`config.mk`:
```
export PLATFORM = sky130hd
export DESIGN_NAME = y86so_front
export DESIGN_NICKNAME = d
export VERILOG_FILES = /design/src/rtl/core/y86_stack_op_unit_defines.svh /design/src/rtl/core/y86so_pkg.sv /design/src/rtl/core/y86so_front.sv
export SDC_FILE = /design/constraint.sdc
export NUM_CORES = 1
export LEC_CHECK = 0
export ABC_AREA = 1
export BUFFER_PORTS_ARGS = -buffer_cell sky130_fd_sc_hd__buf_2
export CORE_AREA = 4 4 141 143
export DETAILED_ROUTE_END_ITERATION = 12
export DIE_AREA = 0 0 145 147
export GPL_TIMING_DRIVEN = 0
export MAX_ROUTING_LAYER = met4
export REMOVE_ABC_BUFFERS = 1
export SYNTH_ARGS = -nofsm -noshare
export SYNTH_HDL_FRONTEND = slang
export SYNTH_SLANG_ARGS = --single-unit
```
`constraint.sdc`:
```
create_clock -name vclk -period 1.05
set_input_delay 0.105 -clock vclk [all_inputs]
set_output_delay 0.105 -clock vclk [all_outputs]
set_load 0.02 [all_outputs]
```
`src/rtl/core/y86_stack_op_unit_defines.svh`:
```
// assertion macros shared by the stack operation unit
`ifndef Y86_STACK_OP_UNIT_DEFINES_SVH
`define Y86_STACK_OP_UNIT_DEFINES_SVH

// same-cycle implication, disabled during reset
`define Y86SO_ASSERT_HOLDS(label, clk, rst, ante, cons, msg) \
   label: assert property (@(posedge clk) disable iff (rst) (ante) |-> (cons)) \
      else $error(msg);

// next-cycle implication, disabled during reset
`define Y86SO_ASSERT_NEXT(label, clk, rst, ante, cons, msg) \
   label: assert property (@(posedge clk) disable iff (rst) (ante) |=> (cons)) \
      else $error(msg);

`endif

```
`src/rtl/core/y86so_pkg.sv`:
```
// shared constants, codes and types of the stack operation unit
`default_nettype none

package y86so_pkg;

   // memory geometry: eight byte-wide banks, one byte lane each
   localparam int MEM_BYTES = 4096;
   localparam int MEM_AW    = $clog2(MEM_BYTES);
   localparam int BANKS     = 8;
   localparam int ROWS      = MEM_BYTES / BANKS;
   localparam int ROW_AW    = MEM_AW - 3;

   // register file
   localparam int REG_COUNT = 16;
   localparam int REG_AW    = $clog2(REG_COUNT);
   localparam logic [REG_AW-1:0] RSP_INDEX = REG_AW'(4);

   // field widths
   localparam int WORD_W  = 64;
   localparam int LOAD_AW = 12;
   localparam int PSIZE_W = 13;
   localparam int LIM_W   = (MEM_AW + 1 > PSIZE_W) ? MEM_AW + 1 : PSIZE_W;
   localparam logic [PSIZE_W-1:0] PSIZE_RESET = PSIZE_W'(4096);

   // configuration port
   localparam int CSR_AW = 3;
   localparam int CSR_DW = 32;
   localparam logic CSR_IDX_PSIZE = 1'b0;

   // queue between front and back
   localparam int QDEPTH = 2;
   localparam int QPTR_W = (QDEPTH > 1) ? $clog2(QDEPTH) : 1;
   localparam int QCNT_W = $clog2(QDEPTH + 1);

   // function codes
   localparam logic [1:0] FUNC_EXEC   = 2'd0;
   localparam logic [1:0] FUNC_LOAD   = 2'd1;
   localparam logic [1:0] FUNC_SETREG = 2'd2;

   // instruction codes
   localparam logic [3:0] ICODE_CALL  = 4'd8;
   localparam logic [3:0] ICODE_RET   = 4'd9;
   localparam logic [3:0] ICODE_PUSHQ = 4'd10;
   localparam logic [3:0] ICODE_POPQ  = 4'd11;

   typedef enum logic [2:0] {
      KIND_CALL,
      KIND_RET,
      KIND_PUSH,
      KIND_POP,
      KIND_LOAD,
      KIND_SETREG,
      KIND_FAIL
   } kind_type;

   // decoded item; operand is the call target or the load/set value
   typedef struct packed {
      kind_type                kind;
      logic [REG_AW-1:0]       reg_a;
      logic [WORD_W-1:0]       operand;
      logic [WORD_W-1:0]       val_p;
      logic [LOAD_AW-1:0]      load_addr;
   } item_type;

endpackage

`default_nettype wire

```
`src/rtl/core/y86so_front.sv`:
```
// front end: takes request beats and classifies them into queue items
`default_nettype none

module y86so_front (
   input  wire logic                          req_valid,
   output logic                               req_ready,
   input  wire logic [1:0]                    func,
   input  wire logic [3:0]                    icode,
   input  wire logic [3:0]                    reg_a,
   input  wire logic [63:0]                   val_c,
   input  wire logic [63:0]                   val_p,
   input  wire logic [y86so_pkg::LOAD_AW-1:0] load_addr,
   input  wire logic [63:0]                   load_value,
   input  wire logic                          q_ready,
   output logic                               q_push,
   output y86so_pkg::item_type                q_item
);
   import y86so_pkg::*;

   logic load_in_range;

   assign req_ready = q_ready;
   assign q_push    = req_valid && q_ready;

   // byte loads beyond the memory fail up front
   assign load_in_range = ({{(WORD_W-LOAD_AW){1'b0}}, load_addr} < WORD_W'(MEM_BYTES));

   always_comb begin
      q_item.kind      = KIND_FAIL;
      q_item.reg_a     = REG_AW'(reg_a);
      q_item.operand   = load_value;
      q_item.val_p     = val_p;
      q_item.load_addr = load_addr;
      unique case (func)
         FUNC_EXEC: begin
            unique case (icode)
               ICODE_CALL: begin
                  q_item.kind    = KIND_CALL;
                  q_item.operand = val_c;
               end
               ICODE_RET:   q_item.kind = KIND_RET;
               ICODE_PUSHQ: q_item.kind = KIND_PUSH;
               ICODE_POPQ:  q_item.kind = KIND_POP;
               default:     q_item.kind = KIND_FAIL;
            endcase
         end
         FUNC_LOAD:   q_item.kind = load_in_range ? KIND_LOAD : KIND_FAIL;
         FUNC_SETREG: q_item.kind = KIND_SETREG;
         default:     q_item.kind = KIND_FAIL;
      endcase
   end

endmodule

`default_nettype wire

```
==> results of run 1 <==
[Yosys cell counts (all sizes together)]
library cell  count  area, um^2
o22ai             1        6.26
nor2              4        46.3
o21ai             3        15.0
inv               7        26.3
nand2           130         495
nand3            66         343
buf             100         871
ha                2        25.0
[cell families (layout without fill, tap and decap cells)]
| family | count (synthesis) | after routing | share of synthesized area |
|---|---|---|---|
| fa+ha+maj | 2 | 2 | 0.0137 |
| buf+inv | 107 | 255 | 0.491 |
| simple gates | 200 | 207 | 0.484 |
| compound gates | 4 | 4 | 0.0116 |
[worst min path at each step]
| stage | depth (start not counted) | endpoint |
|---|---|---|
| floorplan | 0 | q_item[0] |
| finish | 0 | q_item[54] |
| global placement | 0 | q_item[1] |
| CTS | 0 | q_item[1] |
| detailed placement | 0 | q_item[1] |
| global route | 0 | q_item[75] |
[layer usage]
metal / wire length, um / part of all wire / track usage
met4: 260 / 0.012 / 0.000475
met2: 10500 / 0.48 / 0.311
met3: 6030 / 0.28 / 0.245
met1: 4930 / 0.23 / 0.120
met5: 0 / 0 / -
[worst max-delay path, cell delays in order]
cell and delay (ps):
sky130_fd_sc_hd__buf_6 100, sky130_fd_sc_hd__inv_4 50, sky130_fd_sc_hd__ha_4 150, sky130_fd_sc_hd__inv_6 30, sky130_fd_sc_hd__nor2_4 130, sky130_fd_sc_hd__buf_6 130, sky130_fd_sc_hd__buf_6 110, sky130_fd_sc_hd__nand3_4 90
sky130_fd_sc_hd__buf_6 170, sky130_fd_sc_hd__nand2_2 70, sky130_fd_sc_hd__nand2_2 60, sky130_fd_sc_hd__buf_6 130
[timing repair]
item,CTS,global route
gates cloned,11,3
gates resized for setup,182,190
setup endpoints to repair,64,66
setup buffers,34,3
pin swaps,33,43
[power by group]
part | internal, mW | total [mW] | leakage, nW | switching (mW)
clock network | 0 | 0 | 0 | 0
registers | 0 | 0 | 0 | 0
logic | 0.786 | 1.59 | 1.94 | 0.809
[area by class of cell]
class	instances	area, um^2
timing repair buffer	248	2070
inverter	7	36.3
multi-input combinational	213	1750
fill	1997	14400
tap	234	293
==> impl_summary.md, run 1 <==
Run status
The flow ran to the end, but the final reports show violations. The checks that failed: negative setup slack.

Floorplan
The die area is around 21000 um^2. The core area is ~19000 um^2. The initial core utilization is 0.0984.

The floorplan has 50 rows. The count of boundary I/O pins is approximately 370. The die is between 100 and 150 um tall. The horizontal die dimension is between 100 and 150 um.

Synth
The number of different library cells used by synthesis comes to 15. The share of the Yosys chip area taken by registers is 0. Yosys printed 0 warnings. The cell count after synthesis came out at approximately 310. In this run the mean area of a mapped cell was around 5.8 um^2.

The cell area after synthesis is between 1500 and 2000 um^2.

Worst setup path
The peak fanout along the critical path is 5. The worst setup path is captured at a primary output. Data on the critical path arrives at its endpoint at about 1300 ps. The launch point of the critical path is func[0]. The destination of the critical timing path is q_item[124]. By startpoint and endpoint, the worst setup path is classified as in -> out.

At the worst endpoint, the required time is between 900 and 1000 ps. The sort of element at the start of the critical path is an input pin.

GRT
The global routing usage summed across all routing layers is 0.184. The number of global-route vias before repair is about 2700. The number of antenna violations at the first check in global routing is 0.

The maximum number of pins on one net before global-route repair is 19. The total overflow left after global routing is 0. The first global-routing pass estimated 26.1 mm of wire.

Finish
The net count of the finished layout is slightly below 700. Leaving out fill and tap cells, the most frequent cell in the layout is sky130_fd_sc_hd__buf_2. The finished layout holds approximately 700 standard cells, fillers aside. The number of antenna diodes in the final layout is 0. Once layout is complete, the utilization of the core stands at 0.224. In the layout the commonest cells are 135 x sky130_fd_sc_hd__buf_2, 75 x sky130_fd_sc_hd__nand2_2, 74 x sky130_fd_sc_hd__buf_6. Of the cells placed in the final design, the portion with a size suffix greater than 1 is 0.874. The total number of sequential cells is 0. From synthesis to final layout, the design area changed by 127%. Across the whole layout, storage elements account for 0 um^2. The finished layout cell area is 4160 um^2.

The number of clock-tree buffers in the layout is 0.

Timing
Setup repair after global routing could not meet its margin everywhere. The relative max-transition margin is 0.841. The post-layout worst setup margin is -394 ps. The setup TNS is -21650 ps. The final critical-path required period is ~1400 ps.

On the final layout, the worst hold slack is approximately 210 ps. The final-report hold violation count came to 0. The highest clock rate is approximately 690 MHz. The period utilization is 1.38. The count of endpoints failing setup in the final report is 65. At the pin with the least slew margin, the transition time is 239 ps.

The number of max-slew violations in the final report is 0.

Run
The total of max-cap violations is 0.

Drt
The number of DRC markers after the initial detailed-route iteration is 70. The number of remaining DRC errors is 0. The routed wire length per instance is 30.9 um.

Dividing the detail-routed via count by the number of cells gives between 4 and 5. The routed layout has 2914 vias. Wires add up to 21.7 mm. The detailed-routing iteration count for the pre-antenna-repair pass is 4. In this run the remaining antenna-violating nets after routing total 0.

Place
Input and output buffers added on the ports amount to approximately 210. At the placement stage, the worst setup path has a slack of -1610 ps. The count of placed standard cells including taps is about 650.

The post-placement cell area is 2300 um^2. The placed wire-length estimate is 14.2 mm. The placer congestion estimate is approximately 0.84.

Hold path
The startpoint of the lowest-slack hold path is val_p[42]. The worst hold path belongs to the class in -> out.

Pwr
Total power for the finished layout comes to about 1.6 mW. For this design the static power due to leakage is approximately 1.9 nW. The peak supply drop is 0.208 mV. Dividing total power by cell area gives a power density of roughly 380 nW/um^2.

Clock tree
After clock tree synthesis, the flow added hold-fix buffers numbering 0.
(Power assumes the default switching activity.)
==> run 2, diff against run 1 <==
--- a/config.mk
+++ b/config.mk
@@ -13,6 +13,7 @@
 export GPL_TIMING_DRIVEN = 0
 export MAX_ROUTING_LAYER = met4
 export REMOVE_ABC_BUFFERS = 1
+export SETUP_SLACK_MARGIN = 0.2
 export SYNTH_ARGS = -nofsm -noshare
 export SYNTH_HDL_FRONTEND = slang
 export SYNTH_SLANG_ARGS = --single-unit
==> impl_summary.md, run 2 (synthesized netlist as in run 1, its figures left out) <==
Floorplan
The die height is between 100 and 150 um. The count of boundary I/O pins is ~370. The horizontal die dimension is 145 um. The die covers around 21000 um^2.

The core area is between 15000 and 20000 um^2. Row generation in the floorplan step produced 50 rows. The initial core utilization is 0.0984.

Timing
Dividing the final minimum period by the clock period gives 1.39. The transition time at the pin with the least slew margin is approximately 470 ps. The final-report hold violation count is 0. Adding up every negative setup slack in the final design gives -23190 ps. The post-layout worst setup margin is -404 ps. Setup repair after global routing could not meet its margin everywhere. The count of endpoints failing setup in the final report is between 60 and 70. Based on the critical path, the design can be clocked at up to just under 700 MHz. The smallest clock period supported by the final layout is computed as about 1500 ps.

The number of max-slew violations in the final report is 0. The worst pin sits at a relative slew slack of 0.684.

Hold path
The min-delay analysis places its worst path in the category in -> out.

Pwr
The sequential cell fraction of total power is 0. The share of total power in the clock network is 0. The peak supply drop is 0.204 mV. The combinational fraction of design power is 1.000. The total leakage power is 1.92 nW. The power density normalized to cell area is between 300 and 400 nW/um^2. For this design the total switching power over the nets is 0.791 mW.

The internal portion of the total power is between 0.7 and 0.8 mW. Summing internal, switching and leakage power gives 1.57 mW. Of the total power, the share spent switching nets is 0.505.

Drt
The routed design uses ~6.1 mm of met3 wire. Before antenna repair, the detailed router went through 4 iterations. Wire segments on met2 add up to 10.4 mm in the final route.

The via count normalized by instance count is just over 4. After the first detailed-routing iteration, the DRC count stood at slightly below 80. The sum of routed wire segments on met1 is 4.78 mm. The routed wire length per instance is 30.6 um. Across all layers, the routed design uses about 2900 vias.

The count of nets left with antenna violations once routing finished came out at 0. In this run the top signal layer used is met4. The number of remaining DRC errors is 0.

The aggregate routed wire length is ~21 mm.

Finish
The sequential cell area is 0 um^2. Clock buffers in the final layout number 0. The finished layout cell area is around 4000 um^2. The fraction of layout instances using a drive strength above 1 is 0.861. In the final design database the tool counted a little under 700 nets. The final layout contains a sequential cell count of 0. The filler cells instantiated in the layout total 2024. Leaving out fill and tap cells, the most frequent cell in the layout is sky130_fd_sc_hd__buf_2. Leaving out fill and tap cells, the most frequent cells in the layout are 137 x sky130_fd_sc_hd__buf_2, 77 x sky130_fd_sc_hd__nand2_2, 73 x sky130_fd_sc_hd__buf_6. 0 antenna diodes ended up in the layout. The synthesis-to-finish area growth is 121%.

The final core utilization is 0.217.

Place
The placed wire-length estimate is between 10 and 15 mm. The placed instances occupy a cell area of 2300 um^2. The worst slack at placement is -1610 ps. Buffers placed on the I/O ports in this run total about 200. The placer congestion estimate is roughly 0.84.

GRT
The global route total overflow is 0. The number of global-route vias before repair is 2738. Entering global routing, the biggest net connects 19 pins.

The first-pass GRT wire length is approximately 26 mm. The number of antenna violations at the first check in global routing is 0. The global routing usage summed across all routing layers is 0.185.

Worst setup path
The destination of the critical timing path is q_item[134]. The worst setup path is of the in -> out kind. The peak fanout along the critical path is 4. STA classifies the critical path startpoint as an input pin. The launch point of the critical path is func[0].

The kind of end point of the critical path is a primary output. The arrival time at the worst endpoint is ~1400 ps. Data on the critical path is required at its endpoint by around 940 ps.

Run status
The run finished, with violations left. The checks that failed: negative setup slack.

Run
The total of max-cap violations is 0.
[run 2: worst min path at each step]
stage / start / endpoint / slack [ps] / cells past startpoint
2_1_floorplan: load_addr[0] / q_item[0] / 210 / 0
3_3_place_gp: load_addr[1] / q_item[1] / 210 / 0
3_5_place_dp: load_addr[1] / q_item[1] / 210 / 0
4_1_cts: load_addr[1] / q_item[1] / 210 / 0
5_1_grt: val_p[63] / q_item[75] / 210 / 0
6_report: val_p[42] / q_item[54] / 210 / 0
[run 2: cell type report]
class,count,area (um^2),share of cell area
Multi-Input combinational cell,213,1670,0.413
Timing Repair Buffer,246,2040,0.505
Inverter,7,36.3,0.00898
Tap cell,234,293,0.0725
[run 2: power groups by stage]
stage	sequential [mW]	combinational, mW	clock (mW)
finish	0	1.57	0
CTS	0	1.32	0
global placement	0	0.862	0
floorplan	0	0.410	0
detailed placement	0	0.871	0
global route	0	1.66	0
[run 2: what timing repair did]
action,4_1_cts,5_1_grt
gates resized for setup,188,165
gates cloned,11,1
endpoints found under the setup margin,67,67
setup buffers,34,1
hold buffers,0,0
pin swaps,34,39
[run 2: per-stage QoR]
| step | hold slack, ps | instances |
|---|---|---|
| floorplan | 210 | 213 |
| global placement | 210 | 652 |
| detailed placement | 210 | 653 |
| CTS | 210 | 698 |
| global route | 210 | 700 |
| finish | 210 | 700 |
[run 2: worst max-delay path: stages]
cell                        delay, ps
sky130_fd_sc_hd__buf_8            100
sky130_fd_sc_hd__inv_4             50
sky130_fd_sc_hd__ha_4             150
sky130_fd_sc_hd__inv_6             30
sky130_fd_sc_hd__nor2_4           130
sky130_fd_sc_hd__buf_6            130
sky130_fd_sc_hd__buf_12           130
sky130_fd_sc_hd__buf_12           110
sky130_fd_sc_hd__clkbuf_16        140
sky130_fd_sc_hd__nand3_2           70
sky130_fd_sc_hd__nand2_2           80
sky130_fd_sc_hd__buf_6            110
[run 2: metal layers]
layer / up-vias / track usage
met5: - / -
met4: 0 / 0.000950
met3: 26 / 0.245
met2: 355 / 0.313
met1: 1266 / 0.120
li1: 1234 / -
