## src/rtl/core/y86_stack_op_unit_defines.svh

```systemverilog
// assertion macros shared by the stack operation unit
`ifndef Y86_STACK_OP_UNIT_DEFINES_SVH
`define Y86_STACK_OP_UNIT_DEFINES_SVH

// same-cycle implication, disabled during reset
`define Y86SO_ASSERT_HOLDS(label, clk, rst, ante, cons, msg) \
   label: assert property (@(posedge clk) disable iff (rst) (ante) |-> (cons)) \
      else $error(msg);

// next-cycle implication, disabled during reset
`define Y86SO_ASSERT_NEXT(label, clk, rst, ante, cons, msg) \
   label: assert property (@(posedge clk) disable iff (rst) (ante) |=> (cons)) \
      else $error(msg);

`endif

```

## src/rtl/core/y86so_pkg.sv

```systemverilog
// shared constants, codes and types of the stack operation unit
`default_nettype none

package y86so_pkg;

   // memory geometry: eight byte-wide banks, one byte lane each
   localparam int MEM_BYTES = 4096;
   localparam int MEM_AW    = $clog2(MEM_BYTES);
   localparam int BANKS     = 8;
   localparam int ROWS      = MEM_BYTES / BANKS;
   localparam int ROW_AW    = MEM_AW - 3;

   // register file
   localparam int REG_COUNT = 16;
   localparam int REG_AW    = $clog2(REG_COUNT);
   localparam logic [REG_AW-1:0] RSP_INDEX = REG_AW'(4);

   // field widths
   localparam int WORD_W  = 64;
   localparam int LOAD_AW = 12;
   localparam int PSIZE_W = 13;
   localparam int LIM_W   = (MEM_AW + 1 > PSIZE_W) ? MEM_AW + 1 : PSIZE_W;
   localparam logic [PSIZE_W-1:0] PSIZE_RESET = PSIZE_W'(4096);

   // configuration port
   localparam int CSR_AW = 3;
   localparam int CSR_DW = 32;
   localparam logic CSR_IDX_PSIZE = 1'b0;

   // queue between front and back
   localparam int QDEPTH = 2;
   localparam int QPTR_W = (QDEPTH > 1) ? $clog2(QDEPTH) : 1;
   localparam int QCNT_W = $clog2(QDEPTH + 1);

   // function codes
   localparam logic [1:0] FUNC_EXEC   = 2'd0;
   localparam logic [1:0] FUNC_LOAD   = 2'd1;
   localparam logic [1:0] FUNC_SETREG = 2'd2;

   // instruction codes
   localparam logic [3:0] ICODE_CALL  = 4'd8;
   localparam logic [3:0] ICODE_RET   = 4'd9;
   localparam logic [3:0] ICODE_PUSHQ = 4'd10;
   localparam logic [3:0] ICODE_POPQ  = 4'd11;

   typedef enum logic [2:0] {
      KIND_CALL,
      KIND_RET,
      KIND_PUSH,
      KIND_POP,
      KIND_LOAD,
      KIND_SETREG,
      KIND_FAIL
   } kind_type;

   // decoded item; operand is the call target or the load/set value
   typedef struct packed {
      kind_type                kind;
      logic [REG_AW-1:0]       reg_a;
      logic [WORD_W-1:0]       operand;
      logic [WORD_W-1:0]       val_p;
      logic [LOAD_AW-1:0]      load_addr;
   } item_type;

endpackage

`default_nettype wire

```

## src/rtl/core/y86so_queue.sv

```systemverilog
// short queue of decoded items between front and back
`default_nettype none

module y86so_queue (
   input  wire logic                clock,
   input  wire logic                reset,
   input  wire logic                in_push,
   input  y86so_pkg::item_type      in_item,
   output logic                     in_ready,
   output logic                     out_valid,
   output y86so_pkg::item_type      out_item,
   input  wire logic                out_pop
);
   import y86so_pkg::*;

   item_type            slot_ff [QDEPTH];
   logic [QPTR_W-1:0]   rd_ptr_ff, rd_ptr_in;
   logic [QPTR_W-1:0]   wr_ptr_ff, wr_ptr_in;
   logic [QCNT_W-1:0]   count_ff, count_in;

   function automatic logic [QPTR_W-1:0] step_ptr(input logic [QPTR_W-1:0] p);
      return (p == QPTR_W'(QDEPTH - 1)) ? '0 : p + QPTR_W'(1);
   endfunction

   assign in_ready  = (count_ff != QCNT_W'(QDEPTH));
   assign out_valid = (count_ff != '0);
   assign out_item  = slot_ff[rd_ptr_ff];

   always_comb begin
      rd_ptr_in = out_pop ? step_ptr(rd_ptr_ff) : rd_ptr_ff;
      wr_ptr_in = in_push ? step_ptr(wr_ptr_ff) : wr_ptr_ff;
      case ({in_push, out_pop})
         2'b10:   count_in = count_ff + QCNT_W'(1);
         2'b01:   count_in = count_ff - QCNT_W'(1);
         default: count_in = count_ff;
      endcase
   end

   always_ff @(posedge clock) begin
      if (reset) begin
         count_ff  <= '0;
         rd_ptr_ff <= '0;
         wr_ptr_ff <= '0;
      end else begin
         count_ff  <= count_in;
         rd_ptr_ff <= rd_ptr_in;
         wr_ptr_ff <= wr_ptr_in;
      end
   end

   always_ff @(posedge clock) begin
      if (in_push) begin
         slot_ff[wr_ptr_ff] <= in_item;
      end
   end

endmodule

`default_nettype wire

```

## config.mk

```make
export PLATFORM = sky130hd
export DESIGN_NAME = y86so_queue
export DESIGN_NICKNAME = d
export VERILOG_FILES = /design/src/rtl/core/y86_stack_op_unit_defines.svh /design/src/rtl/core/y86so_pkg.sv /design/src/rtl/core/y86so_queue.sv
export SDC_FILE = /design/constraint.sdc
export NUM_CORES = 1
export LEC_CHECK = 0
export BUFFER_PORTS_ARGS = -buffer_cell sky130_fd_sc_hd__buf_2
export CORE_UTILIZATION = 25
export DETAILED_ROUTE_END_ITERATION = 10
export GPL_TIMING_DRIVEN = 0
export PLACE_DENSITY_LB_ADDON = 0.3
export SLEW_MARGIN = 30
export SYNTH_ARGS = -nofsm -noshare
export SYNTH_HDL_FRONTEND = slang
export SYNTH_SLANG_ARGS = --single-unit
export TNS_END_PERCENT = 1
```

## constraint.sdc

```tcl
create_clock -name clock -period 9.4 [get_ports clock]
set_input_delay 0.94 -clock clock [delete_from_list [all_inputs] [get_ports clock]]
set_output_delay 0.94 -clock clock [all_outputs]
set_load 0.01 [all_outputs]
```

==> results of run 1 <==
[power by group]
group / internal [mW] / switching, mW
clock: 0.735 / 0.487
sequential: 1.56 / 0.0160
combinational: 0.168 / 0.182
total: 2.46 / 0.685
[flip-flops by register name, summed over array words and instances (netlist names), named ones only]
register   count
slot_ff      294
count_ff       2
wr_ptr_ff      1
rd_ptr_ff      1
[worst paths after layout]
check | end | slack [ns] | cells past startpoint
setup reg to reg | slot_ff[0][112] | 7.53 | 5
setup / recovery | out_item[76] | 6.48 | 4
hold / removal | count_ff[1] | 0.50 | 2
hold reg to reg | count_ff[1] | 0.50 | 2
[cell type report]
| class | count | area [um2] | share of cell area (%) |
|---|---|---|---|
| clock inverter | 10 | 68.82 | 0.4793 |
| tap | 577 | 721.9 | 5.028 |
| inverter | 1 | 3.754 | 0.02614 |
| timing repair buffer | 311 | 1797 | 12.51 |
| multi-input combinational | 163 | 1767 | 12.30 |
| antenna | 1 | 2.502 | 0.01743 |
| clock buffer | 45 | 955.9 | 6.658 |
| sequential | 299 | 8929 | 62.19 |
| buffer | 16 | 112.6 | 0.7843 |
[routing by layer]
layer,wire (um),part of all wire [%]
met1,9143,40
met2,11420,50
met3,1683,7.3
met4,785,3.4
met5,0,0
[cell usage after synthesis (3+ instances only)]
| library cell | count | area [um2] |
|---|---|---|
| edfxtp_1 | 294 | 8828 |
| buf_4 | 13 | 97.59 |
| xnor2_1 | 3 | 26.28 |
| nor2_1 | 5 | 18.77 |
| mux2_2 | 147 | 1655 |
| buf_2 | 3 | 15.01 |
| dfxtp_1 | 5 | 100.1 |
[kinds of logic (layout without fill, tap and decap cells)]
family	count (synthesis)	after routing	share of synthesized area [%]
mux	147	147	15.32
other cells	0	1	0
flops	299	299	82.66
fa+ha+maj	1	1	0.1158
buf+inv	17	383	1.077
compound gates	2	2	0.09258
xor+xnor	4	4	0.3244
simple gates	9	9	0.4056
[through the flow]
| step | total power [mW] | setup WS, ns | instances |
|---|---|---|---|
| 6_report | 3.145 | 6.482 | 1423 |
| 5_1_grt | 3.280 | 6.292 | 1423 |
| 3_5_place_dp | 1.959 | 6.687 | 1367 |
| 3_3_place_gp | 1.956 | -3.041 | 1355 |
| 2_1_floorplan | 1.793 | 1.587 | 479 |
| 4_1_cts | 3.211 | 6.319 | 1422 |
[critical path, delay by kind of cell, from the launching register on]
kind	cells	cell delay, ns
buffers and inverters	3	0.77
multiplexers	1	0.36
flip-flops	1	0.33
==> results.md, run 1 <==
* P per Cell Area at between 200 and 250 mW/mm2
* Yosys cell types at 16
* First-pass GRT wire length at ~35000 um
* Hold Crit Start: count_ff[1]
* Vias per inst at 3.928
* Die Wd at 209.9 um
* Port Buf Inserts at approximately 300
* Post-route ant nets at 0
* Global-route layer with the greatest usage: met2
* CTS sink cnt at 299
* PostCTS Resize Cnt at 0
* Number of H-tree levels at 2
* Final Max Slew Viols at 0
* Worst R2R Start: wr_ptr_ff
* Worst slew pin tran at around 0.51 ns
* Startpoint types: flip-flop
* #FFs+latches synth at between 200 and 300
* Design area at 0.01436 mm2
* Reg clk slew, reported paths at approximately 0.060 ns
* CTS buffer count at 34
* Final Skew at 0.007153 ns
* Net count, final at between 900 and 1k
* CP required at approximately 8.5 ns
* Final Setup Violations at 0
* Die H at roughly 210 um
* Slew HR at about two thirds
* Slowest stage cell, crit path: mux2_2
* Clock Latency Late Sink at roughly 0.51 ns
* Via count at 5590
* Largest net degree at the start of global routing at 40
* # rows at 75
* Syn Area/Cell at roughly 23 um2
* Gpl congestion at roughly 0.70
* # fillers at between 4k and 5k
* Met2 usage at between 10% and 20%
* Number of enable flip-flop cells after synthesis at between 200 and 300
* I/O pins at 300
* RSZ-0062 raised after global routing: no
* Outcome: complete, no violations
* Core area at 0.04232 mm2
* Pleak at ~5.3 nW
* CP Cell Sequence: buf_2 -> buf_4 -> mux2_2 -> buf_2
* Most frequent cells in the layout: buf_2 (302), edfxtp_1 (294), mux2_2 (147)
* Post-synthesis instance area at 0.01080 mm2
* CTS tree: done
* Hold Path Class: reg2reg
* Gr ovfl total at 0
* Hold_ws at 0.5012 ns
* Met3 GRT Util at 3.636%
* Hpwl dp at approximately 16000 um
* Most common cell after layout, fill and taps aside: buf_2
* Initial antenna violation count at 2
* Top_reg_cell synth: edfxtp_1
* Fin Setup TNS at 0 ns
* Starting density of the core at between 20% and 30%
* Wire per inst at about 16 um
* Drt initial violations at ~170
* Hold Vio Cnt, Final at 0
* Area Growth Syn to Fin at 32.92%
* Post-Route WL at between 20000 and 25000 um
* Crit path kind: reg2out
* Placement Cell Area at 0.01333 mm2
* Gate Count Post-Synth at 479
* Final core utilization at about a third
* Final Cycle Share at a little under a third
* Met1 usage at roughly an eighth
* Worst path arrival time at 1.98 ns
* Max Clock Freq at around 340 MHz
* Share of cells above drive strength 1 at ~60%
* Syn. warnings at 0
* Gr usage total at a little over a tenth
* Sequential-to-total area share from yosys stat at 82.66%
* Initial DRT Pass Iterations at 4
* Die area at 0.04404 mm2
* Post-CTS Setup Bufs at 0
* CP endpoint kind: output port
* CP dominant cell by count: buf_2
* Asr flop ratio synth at 0%
* Maxcap violations at 0
* Clock Path Buffers at 3
* Syn Nets at approximately 630
* Post-layout min period at 2.918 ns
* Clk Tree Root Cell: clkbuf_16
* Cts-stage hold buffer count at 0
* DRC at 0
* Crit-path max cell delay at ~0.36 ns
* Crit path max fanout at 10
* Worst VDD drop at 0.1477 mV
* Number of global-route vias before repair at ~6.1k
No activity file was read; power rests on OpenSTA's default activity.
==> run 2: changes to the inputs <==
==> constraint.sdc (replaced) <==
create_clock -name clock -period 2.85 [get_ports clock]
set_input_delay 0.285 -clock clock [delete_from_list [all_inputs] [get_ports clock]]
set_output_delay 0.285 -clock clock [all_outputs]
set_load 0.01 [all_outputs]
==> run 2 against run 1 <==
Combinational power increased to 3.8 times the previous value. Final cell count increased by 11%. Sequential share of layout area decreased by 6.2 points. Worst setup slack got worse by 6.0 ns. Global-route usage increased by 0.57 points. First-iteration DRC count increased by 22%. Via count increased by 10%. Flip-flop and latch count unchanged. Final area increased by 11%.
==> results.md, run 2 (same netlist as run 1, synthesis figures left out) <==
* Tot Pwr at 10.95 mW
* Reg clk slew, reported paths at 0.05 ns
* Final Skew at roughly 0.010 ns
* Pleak at ~6 nW
* CP Cell Sequence: buf_2 -> buf_4 -> mux2_2 -> buf_2
* Largest net degree at the start of global routing at 41
* Number of H-tree levels at 2
* Slowest stage cell, crit path: dfxtp_1
* Post-Route WL at approximately 25000 um
* First-pass GRT wire length at between 30000 and 40000 um
* Hold Path Class: in2reg
* Crit path max fanout at 10
* DRC at 0
* Maxcap violations at 0
* Worst VDD drop at between 0.4 and 0.5 mV
* CP dominant cell by count: buf_2
* Worst path arrival time at about 2.1 ns
* Most frequent cells in the layout: buf_2 (302), edfxtp_1 (294), dlygate4sd3_1 (148)
* I/O pins at 300
* CTS sink cnt at 299
* Gr ovfl total at 0
* Slew HR at just over 60%
* Hold Crit Start: out_pop
* Wire per inst at around 16 um
* P per Cell Area at around 690 mW/mm2
* CTS tree: done
* Starting density of the core at between 20% and 30%
* Final Setup Violations at 0
* Max Clock Freq at ~420 MHz
* Fin Setup TNS at 0 ns
* Cts-stage hold buffer count at 148
* Most common cell after layout, fill and taps aside: buf_2
* Final Max Slew Viols at 0
* Die Wd at approximately 210 um
* Initial antenna violation count at 2
* Hold_ws at approximately 0.059 ns
* Clock Path Buffers at 3
* RSZ-0062 raised after global routing: no
* Initial DRT Pass Iterations at 4
* Startpoint types: flip-flop
* CTS buffer count at 35
* Post-layout min period at between 2 and 2.5 ns
* Number of global-route vias before repair at between 6k and 7k
* # rows at between 70 and 80
* Hpwl dp at approximately 16000 um
* Area Growth Syn to Fin at 47.75%
* Max reg flops at approximately 290
* Worst slew pin tran at about 0.58 ns
* Gr usage total at 11.01%
* Drt initial violations at 202
* Crit path kind: reg2out
* Via count at between 6k and 7k
* Die area at approximately 0.044 mm2
* Gpl congestion at just under 0.7
* Die H at between 200 and 250 um
* Core area at ~0.042 mm2
* Post-CTS Setup Bufs at 0
* Clock Latency Late Sink at approximately 0.53 ns
* Crit-path max cell delay at roughly 0.40 ns
* Net count, final at roughly 1.1k
* Clk Tree Root Cell: clkbuf_16
* Biggest registers after layout: slot_ff: 294 flops, count_ff: 2 flops
* Vias per inst at a little under 4
* Worst R2R Start: wr_ptr_ff
* CP endpoint kind: output port
* Share of cells above drive strength 1 at around 53%
* CP required at 2.57 ns
* Port Buf Inserts at between 200 and 300
* Final Cycle Share at a little over four fifths
* PostCTS Resize Cnt at 0
* Outcome: complete, no violations
* Largest register by flop count: slot_ff
* Post-route ant nets at 0
* Hold Vio Cnt, Final at 0
[run 2: worst paths after layout]
kind                     end  slack (ns)  cells after the start
max             out_item[47]        0.46                      4
min                rd_ptr_ff        0.06                      3
max reg2reg  slot_ff[0][108]        1.13                      4
min reg2reg        rd_ptr_ff        0.52                      2
[run 2: power by group]
group	internal [mW]	total (mW)	leakage, nW	switching, mW
registers	5.13	5.19	2.80	0.0548
clock network	2.71	4.43	0.545	1.72
logic	0.690	1.33	2.61	0.638
[run 2: metrics by stage]
stage                     setup WS [ns]  std cells  area (um2)  utilization (%)
after floorplan                -0.05238        479       10810                -
after global placement           -1.823       1355       13030            30.79
after detailed placement         0.8356       1367       13350            31.54
after CTS                        0.2336       1575       15950            37.70
after global routing             0.2149       1577       15960            37.71
final                            0.4639       1577       15960            37.71
[run 2: final cells by class]
| cell class | instances | area, um2 |
|---|---|---|
| Antenna cell | 2 | 5.005 |
| Buffer | 16 | 112.6 |
| Clock buffer | 43 | 905.9 |
| Clock inverter | 17 | 217.7 |
| Fill cell | 3991 | 26360 |
| Inverter | 1 | 6.256 |
| Multi-Input combinational cell | 163 | 1767 |
| Sequential cell | 299 | 8930 |
| Tap cell | 577 | 721.9 |
| Timing Repair Buffer | 459 | 3293 |
[run 2: critical path: cells and delay by family (launching register included)]
family | cells | cell delay, ns
flip-flops | 1 | 0.40
multiplexers | 1 | 0.35
buffers and inverters | 3 | 0.81
[run 2: layer usage]
metal | track usage (%) | vias to the layer above | routed length, um
met2 | 19.03 | 188 | 12190
met4 | 5.009 | 0 | 791
met5 | 0 | - | 0
li1 | - | 2912 | -
met3 | 3.995 | 46 | 1737
met1 | 12.06 | 3007 | 9800
==> run 3: changes to the inputs <==
==> constraint.sdc (replaced) <==
create_clock -name clock -period 2.5 [get_ports clock]
set_input_delay 0.25 -clock clock [delete_from_list [all_inputs] [get_ports clock]]
set_output_delay 0.25 -clock clock [all_outputs]
set_load 0.01 [all_outputs]
==> run 3 against run 2 <==
Global-route usage is essentially flat. Clock skew grew 0.0024 ns. Final area shrank 0.11%. Sequential share of layout area grew 0.062 points. Register-to-register slack lost 0.32 ns. Sequential power grew 14%. Die area is the same. Flip-flop and latch count is the same. Worst hold slack gained 0.17 ns. Final cell count grew 0.25%. Power grew 12%. Critical endpoint is now out_item[90]. Largest cell class unchanged.
==> results.md, run 3 (same netlist as run 1, synthesis figures left out) <==
* Most frequent cells in the layout: buf_2 (302), edfxtp_1 (294), dlygate4sd3_1 (150)
* Maxcap violations at 0
* DRC at 0
* Starting density of the core at about a quarter
* Worst VDD drop at 0.5299 mV
* Worst path arrival time at 2.00 ns
* Max reg flops at between 200 and 300
* Largest register by flop count: slot_ff
* Initial DRT Pass Iterations at 4
* RR Endpoint: slot_ff[0][19]
* Startpoint types: flip-flop
* Max Clock Freq at between 400 and 500 MHz
* Worst setup slack after layout at ~0.25 ns
* Hold endpoint: slot_ff[0][45]
* Worst slew pin tran at 0.5697 ns
* Post-CTS Setup Bufs at 0
* Hold_ws at approximately 0.23 ns
* Hold Path Class: in2reg
* Final Max Slew Viols at 0
* Worst hold path depth at 3
* Initial antenna violation count at 1
* Number of H-tree levels at 2
* Slew HR at 61.93%
* Core area at ~0.042 mm2
* Register Area at approximately 0.0089 mm2
* Clock Path Buffers at 3
* # fillers at a little over 4k
* Clock power share at just under 40%
* Final Cycle Share at 89.83%
* Via count at 6121
* Gr ovfl total at 0
* Crit path kind: reg2out
* Wire per inst at roughly 15 um
* Post-layout min period at ~2.2 ns
* Net Sw Frac at between 20% and 30%
* Combinational power share at about an eighth
* Area of the multi-input gates at 0.001767 mm2
* Area Growth Syn to Fin at 47.58%
* First-pass GRT wire length at approximately 37000 um
* Final Skew at about 0.013 ns
* Non-Filler Instances at between 1.5k and 2k
* Cell Int Power at 9.548 mW
* Sw Pwr at between 2 and 3 mW
* Hold Crit Start: in_push
* Clock Latency Late Sink at ~0.53 ns
* CTS tree: done
* CTS sink cnt at roughly 300
* Vias per inst at between 3 and 4
* Clk Tree Root Cell: clkbuf_16
* Port Buf Inserts at ~300
* Inst Count DP at between 1k and 1.5k
* Post-place setup slack at approximately 0.67 ns
* Largest net degree at the start of global routing at 39
* RSZ-0062 raised after global routing: no
* Reg2Reg Depth at 4
* Biggest registers after layout: slot_ff: 294 flops, count_ff: 2 flops
* Gpl congestion at just under 0.7
* Most common cell after layout, fill and taps aside: buf_2
* Pleak at slightly below 6 nW
* Die Wd at between 200 and 250 um
* # rows at 75
* Worst R2R Start: wr_ptr_ff
* P per Cell Area at ~770 mW/mm2
* Final core utilization at between 30% and 40%
* Drt initial violations at between 200 and 250
* Reg2reg setup slack at approximately 0.81 ns
* CP endpoint kind: output port
* I/O pins at 300
* Crit path max fanout at 10
* Outcome: complete, no violations
* Final Setup Violations at 0
* Share of cells above drive strength 1 at around 52%
* Gr usage total at roughly 11%
* Reg power frac at roughly half
* Net count, final at approximately 1.1k
* Hold Vio Cnt, Final at 0
* Post-Route WL at roughly 24000 um
* Reg clk slew, reported paths at around 0.06 ns
* Number of global-route vias before repair at 6532
* Die H at approximately 210 um
* CTS buffer count at 35
* CP required at roughly 2.3 ns
* Hpwl dp at approximately 16000 um
* Die area at 0.04404 mm2
* Post-route ant nets at 0
* Tot Pwr at around 12 mW
## run 3: changes by cell type in the layout (fill, tap and decap cells not counted), moves of 2 or more
cell,before,now
bufinv_16,5,2
clkinv_1,5,9
dlygate4sd3_1,148,150
inv_6,3,0
clkbuf_16,35,37
clkbuf_1,8,10
## run 3: worst max path at each step
| stage | start | end | slack (ns) | cells after the start |
|---|---|---|---|---|
| final | flip-flop | out_item[90] | 0.25 | 4 |
| after floorplan | wr_ptr_ff | slot_ff[0][0] | -0.40 | 1 |
| after detailed placement | in_push | slot_ff[0][86] | 0.67 | 6 |
| after CTS | flip-flop | out_item[56] | 0.12 | 4 |
| after global routing | flip-flop | out_item[55] | 0.07 | 4 |
| after global placement | in_push | slot_ff[0][112] | -2.07 | 3 |
## run 3: critical path, stage by stage, from the launching register on
cell     delay (ns)
dfxtp_1        0.33
buf_2          0.35
buf_4          0.28
mux2_2         0.36
buf_2          0.15
## run 3: timing repair
item / 4_1_cts / 5_1_grt
hold endpoints to repair: 299 / 0
endpoints found under the setup margin: 0 / 0
hold buffers: 150 / 0
gates resized for setup: 0 / 0
## run 3: area by class of cell
class	instances	area share (%)
sequential	299	56.02
timing repair buffer	462	20.83
multi-input combinational	163	11.08
clock buffer	47	6.043
tap	577	4.529
clock inverter	15	0.7535
buffer	16	0.7064
inverter	1	0.02355
antenna	1	0.01570
## run 3: power groups by stage
stage               clock, mW  combinational (mW)  sequential [mW]
global placement            0                1.25             6.04
CTS                      5.04                1.56             5.91
global route             5.19                1.65             5.94
floorplan                   0               0.685             6.02
detailed placement          0                1.36             6.02
finish                   4.83                1.52             5.91
## run 3: per-stage QoR
stage	TNS [ns]	instance area, um2
final	0	15940
after global routing	0	15940
after CTS	0	15940
after detailed placement	0	13350
after global placement	-507.69	13030
after floorplan	-77.28	10810
## run 3: per-layer routing
metal / vias up / track usage (%) / routed length, um
met2: 187 / 18.68 / 12140
met5: - / 0 / 0
met4: 0 / 5.034 / 685
met1: 2966 / 12.46 / 9809
met3: 45 / 3.920 / 1841
li1: 2923 / - / -
